## config.mk

```make
export PLATFORM = sky130hd
export DESIGN_NAME = ipimb_regs
export DESIGN_NICKNAME = d
export VERILOG_FILES = /design/src/hw/rtl/ipimb_pkg.sv /design/src/hw/rtl/ipimb_regs.sv
export SDC_FILE = /design/constraint.sdc
export NUM_CORES = 2
export LEC_CHECK = 0
export ABC_AREA = 1
export BUFFER_PORTS_ARGS = -buffer_cell sky130_fd_sc_hd__buf_2
export CAP_MARGIN = 0
export CORE_MARGIN = 2
export CORE_UTILIZATION = 45
export DETAILED_ROUTE_END_ITERATION = 8
export PLACE_DENSITY = 0.73
export RECOVER_POWER = 100
export SLEW_MARGIN = 40
export SYNTH_ARGS = -nofsm -noshare
export SYNTH_HDL_FRONTEND = slang
export SYNTH_SLANG_ARGS = --single-unit
export TNS_END_PERCENT = 50
```

## constraint.sdc

```tcl
create_clock -name clk -period 8.5 [get_ports clk]
set_clock_uncertainty 0.1 [all_clocks]
set_input_delay 1.7 -clock clk [delete_from_list [all_inputs] [get_ports clk]]
set_output_delay 1.7 -clock clk [all_outputs]
set_load 0.05 [all_outputs]
```

## src/hw/rtl/ipimb_pkg.sv

```systemverilog
// Shared types, codes and access decode for the IPI mailbox register block.
package ipimb_pkg;

  localparam logic [7:0] OFF_STATUS  = 8'h00;
  localparam logic [7:0] OFF_ENABLE  = 8'h04;
  localparam logic [7:0] OFF_SET     = 8'h08;
  localparam logic [7:0] OFF_CLEAR   = 8'h0C;
  localparam logic [7:0] OFF_MBOX_LO = 8'h20;
  localparam logic [7:0] OFF_MBOX_HI = 8'h38;

  localparam logic [1:0] ACT_NONE  = 2'd0;
  localparam logic [1:0] ACT_RAISE = 2'd1;
  localparam logic [1:0] ACT_LOWER = 2'd2;

  localparam logic [1:0] BAD_OK      = 2'd0;
  localparam logic [1:0] BAD_ALIGN   = 2'd1;
  localparam logic [1:0] BAD_UNKNOWN = 2'd2;

  localparam int CORES_PER_NODE = 4;
  localparam int MBOX_ENTRIES   = 4;

  typedef enum logic [2:0] {
    OP_NONE,
    OP_STATUS,
    OP_ENABLE,
    OP_SET,
    OP_CLEAR,
    OP_MBOX
  } op_t;

  typedef struct packed {
    logic        kind;
    logic [1:0]  node;
    logic [1:0]  core;
    logic [7:0]  offset;
    logic        size_is_8;
    logic [63:0] write_data;
  } req_t;

  typedef struct packed {
    logic [63:0] read_data;
    logic [1:0]  irq_action;
    logic [3:0]  irq_core;
    logic [1:0]  bad_access;
  } res_t;

  typedef struct packed {
    op_t        op;
    logic [1:0] bad;
  } dec_t;

  // Classify one access: alignment first, then node range, then offset.
  function automatic dec_t ipimb_decode(logic [7:0] offset, logic size_is_8,
                                        logic node_ok);
    dec_t d;
    logic misaligned;
    misaligned = size_is_8 ? (offset[2:0] != 3'd0) : (offset[1:0] != 2'd0);
    d.op  = OP_NONE;
    d.bad = BAD_OK;
    if (misaligned) begin
      d.bad = BAD_ALIGN;
    end else if (!node_ok) begin
      d.bad = BAD_UNKNOWN;
    end else begin
      case (offset)
        OFF_STATUS: d.op = OP_STATUS;
        OFF_ENABLE: d.op = OP_ENABLE;
        OFF_SET:    d.op = OP_SET;
        OFF_CLEAR:  d.op = OP_CLEAR;
        default: begin
          if (offset inside {[OFF_MBOX_LO:OFF_MBOX_HI]}) d.op = OP_MBOX;
          else d.bad = BAD_UNKNOWN;
        end
      endcase
    end
    return d;
  endfunction

endpackage

```

## src/hw/rtl/ipimb_regs.sv

```systemverilog
// Per-core status and enable words, and the result of one access.
module ipimb_regs #(
  parameter int SLOTS = 16
) (
  input  logic            clk,
  input  logic            rst,
  input  logic            adv,
  input  ipimb_pkg::req_t item,
  input  ipimb_pkg::dec_t dec,
  input  logic [63:0]     mbox_rdata,
  output ipimb_pkg::res_t res
);
  import ipimb_pkg::*;

  localparam int SLOT_W = $clog2(SLOTS);

  logic [31:0]       status [SLOTS];
  logic [31:0]       enable [SLOTS];
  logic [3:0]        full_id;
  logic [SLOT_W-1:0] slot;
  logic [31:0]       wd32;
  logic [31:0]       cur_status;
  logic [31:0]       cur_enable;
  logic [31:0]       cleared;
  logic              is_wr;
  logic              ok;

  assign full_id    = {item.node, item.core};
  assign slot       = full_id[SLOT_W-1:0];
  assign wd32       = item.write_data[31:0];
  assign is_wr      = item.kind;
  assign ok         = (dec.bad == BAD_OK);
  assign cur_status = ok ? status[slot] : 32'd0;
  assign cur_enable = ok ? enable[slot] : 32'd0;
  assign cleared    = cur_status & ~wd32;

  always_ff @(posedge clk) begin
    if (rst) begin
      for (int i = 0; i < SLOTS; i++) begin
        status[i] <= '0;
        enable[i] <= '0;
      end
    end else if (adv && is_wr && ok) begin
      case (dec.op)
        OP_ENABLE: enable[slot] <= wd32;
        OP_SET:    status[slot] <= cur_status | wd32;
        OP_CLEAR:  status[slot] <= cleared;
        default: ;
      endcase
    end
  end

  always_comb begin
    res.read_data  = 64'd0;
    res.irq_action = ACT_NONE;
    res.bad_access = dec.bad;
    case (dec.op)
      OP_STATUS: if (!is_wr) res.read_data = {32'd0, cur_status};
      OP_ENABLE: if (!is_wr) res.read_data = {32'd0, cur_enable};
      OP_SET:    if (is_wr) res.irq_action = ACT_RAISE;
      OP_CLEAR:  if (is_wr && cleared == 32'd0) res.irq_action = ACT_LOWER;
      OP_MBOX: begin
        if (!is_wr) begin
          if (item.size_is_8)      res.read_data = mbox_rdata;
          else if (item.offset[2]) res.read_data = {32'd0, mbox_rdata[63:32]};
          else                     res.read_data = {32'd0, mbox_rdata[31:0]};
        end
      end
      default: ;
    endcase
    res.irq_core = (res.irq_action == ACT_NONE) ? 4'd0 : full_id;
  end

endmodule

```

==> impl_metrics.sql <==
INSERT INTO impl_metrics (metric_group, metric, value, unit) VALUES
('placement', 'buffer_ports.inserted', '182', ''),
('logic_synthesis', 'netlist_area', '0.04590', 'sq mm'),
('die', 'die-width', '323.4', 'um'),
('global_route', 'grt_pass1_vias', '33330', ''),
('logic_synthesis', 'xor_and_xnor_area_share_after_synthesis', '0', '%'),
('logic_synthesis', 'synth_top_cells_by_count', '1242 x nand2_1, 1097 x nor2_1, 1024 x edfxtp_1, 262 x a22oi_1, 231 x clkbuf_1', ''),
('logic_synthesis', 'synth_seq_cells', '1024', ''),
('sta', 'setup_total_neg_slack', '0', 'ns'),
('clocking', 'h-tree-depth', '3', ''),
('drt', 'via_total_after_detailed_routing', '35440', ''),
('pwr', 'leakage_power_of_the_design', '0.01960', 'uW'),
('die', 'initial_utilization', '45.24', '%'),
('layout', 'fill_cells', '8816', ''),
('hold_path', 'min-delay-path-class', 'reg -> reg', ''),
('critical_path', 'worst-endpoint-required', '6.70', 'ns'),
('sta', 'setup_viol', '0', ''),
('logic_synthesis', 'synthDominantAreaCellType', 'edfxtp_1', ''),
('run_status', 'violations', 'capacitance limit, slew limit', ''),
('critical_path', 'end_kind', 'output pin', ''),
('logic_synthesis', 'post_synth_num_cell_types', '27', ''),
('global_route', 'track_usage', '28.05', '%'),
('layout', 'multi_input_comb_area', '0.01340', 'sq mm'),
('critical_path', 'timing_worst_setup_path_type', 'in -> out', ''),
('run_status', 'outcome', 'finished with violations', ''),
('die', 'io_pins', '222', ''),
('sta', 'post_layout_minimum_cycle_time', '7.810', 'ns'),
('clocking', 'cts_resized', '0', ''),
('drt', 'drt_iter0_drc', '5517', ''),
('critical_path', 'timing.critical_path.fanout_max', '103', ''),
('logic_synthesis', 'synthTopCellsByArea', 'edfxtp_1 67%, nand2_1 10%, nor2_1 9.0%', ''),
('layout', 'ff_latch_area', '0.03075', 'sq mm'),
('pwr', 'seq_power_share', '53.0', '%'),
('sta', 'finalHoldViolations', '0', ''),
('drt', 'ant_nets', '0', ''),
('clocking', 'cts_hold_repair_buffers', '0', ''),
('critical_path', 'cp.arrival', '6.01', 'ns'),
('logic_synthesis', 'dominantRegCellSynth', 'edfxtp_1', ''),
('flow_run', 'timing.max_cap.violations', '58', ''),
('logic_synthesis', 'synth_most_common_cell', 'nand2_1', ''),
('layout', 'areaGrowthSynthToFinish', '11.12', '%'),
('sta', 'rsz_0062_raised_after_global_routing', 'false', ''),
('pwr', 'power.combinational.fraction', '7.6', '%'),
('critical_path', 'timing.critical_path.from_type', 'primary input', ''),
('clocking', 'number_of_buffers_added_by_the_clock_tree_synthesis_step', '98', ''),
('logic_synthesis', 'synth_seq_area_share', '67.00', '%'),
('sta', 'timing.slew.headroom', '-110.0', '%'),
('sta', 'period_share', '91.88', '%'),
('clocking', 'buffers_inserted_by_post_cts_timing_repair', '0', ''),
('sta', 'clock.fmax', '128.0', 'MHz'),
('global_route', 'grt_antenna_before_repair', '20', ''),
('logic_synthesis', 'post_synth_and_or_nand_nor_area_fraction', '21.06', '%'),
('logic_synthesis', 'synth.top_cell.area_share', '67.00', '%'),
('logic_synthesis', 'post_synth_inst_count', '4493', ''),
('drt', 'drt-wirelength-per-cell', '24.91', 'um'),
('logic_synthesis', 'async_flop_share', '0', '%'),
('pwr', 'cellInternalPower', '8387', 'uW'),
('layout', 'nNetsFinal', '4664', ''),
('logic_synthesis', 'synth_top_family_by_area', 'simple AND/OR/NAND/NOR gates', ''),
('pwr', 'worst_ir_drop_vdd', '0.0001659', 'V'),
('pwr', 'swShare', '23.52', '%'),
('logic_synthesis', 'synth.mux.area_fraction', '0', '%'),
('sta', 'slew_limit_fails', '1854', ''),
('clocking', 'worstSkewPairLatency', '0.68', 'ns'),
('logic_synthesis', 'synth_edf_count', '1024', ''),
('die', 'number_of_rows_in_the_core_area', '117', ''),
('logic_synthesis', 'syn-mean-instance-area', '10.22', 'sq um'),
('drt', 'drc', '0', ''),
('die', 'core', '0.1014', 'sq mm'),
('global_route', 'grt-ovfl-total', '0', ''),
('global_route', 'grt_first_pass_wirelength', '214000', 'um'),
('logic_synthesis', 'yosys_warnings', '0', '');
## metrics by stage
stage / hold slack [ns] / total power [uW] / std cells / area (sq um)
2_1_floorplan: 0.7396 / 6386 / 4493 / 45900
3_5_place_dp: 0.9667 / 6725 / 5778 / 48460
4_1_cts: 0.9868 / 10930 / 5954 / 51570
3_3_place_gp: 0.9510 / 6692 / 5772 / 48140
6_report: 1.025 / 10970 / 5961 / 51000
5_1_grt: 1.063 / 11220 / 5960 / 51000
## final cells by class
type | count | area share, %
Tap cell | 1368 | 3.356
Sequential cell | 1024 | 60.29
Multi-Input combinational cell | 3027 | 26.27
Inverter | 86 | 0.6550
Clock inverter | 58 | 1.146
Timing Repair Buffer | 277 | 3.310
Clock buffer | 118 | 4.956
Antenna cell | 3 | 0.01472
## sequential cells by signal, indices dropped and copies added (netlist names)
register  count
enable      512
status      512
## final timing paths
path / startpoint / end / slack (ns) / cells past startpoint
worst max-delay path: item[74] / res[3] / 0.69 / 15
worst min register to register: status[3][16] / status[11][16] / 1.02 / 6
worst min-delay path: status[3][16] / status[11][16] / 1.02 / 6
worst max register to register: status[0][1] / status[0][1] / 5.57 / 6
## kinds of logic after synthesis
group / after synthesis
AND/OR/NAND/NOR: 2502
flip-flops: 1024
AO/OA/AOI/OAI: 525
buffers and inverters: 442
## placed cells by master, fill, tap and decap left out, drive strengths merged, types with 70 or more instances in the layout
| master | instances |
|---|---|
| nand2 | 1242 |
| nor2 | 1097 |
| edfxtp | 1024 |
| a22oi | 281 |
| clkbuf | 217 |
| buf | 178 |
| a21oi | 84 |
| inv | 77 |
| nand3 | 70 |
| o21ai | 70 |
## power by group through the flow
stage	registers, uW	clock network, uW	logic [uW]
floorplan	5890	0	492
global placement	5900	0	792
detailed placement	5910	0	817
CTS	5800	4310	821
global route	5830	4510	878
finish	5810	4320	831
## metal layers
| metal | routed length, um | track usage, % | vias up |
|---|---|---|---|
| met3 | 23860 | 8.941 | 450 |
| met5 | 432 | 1.296 | - |
| met2 | 64160 | 42.26 | 2738 |
| li1 | - | - | 15350 |
| met1 | 53190 | 36.88 | 16860 |
| met4 | 6860 | 12.92 | 38 |
## critical path: stages
cell and delay [ns]:
clkbuf_1 0.96, buf_4 0.41, nand2_1 0.17, inv_8 0.61
buf_12 0.37, a22oi_1 0.16, nand2_1 0.08, nand2_1 0.05
nand4_1 0.38, nand2_1 0.10, nand3_1 0.12, nor2_1 0.08
nand2_1 0.28, a21oi_1 0.11, clkbuf_1 0.33
No activity file was read; power rests on OpenSTA's default activity.
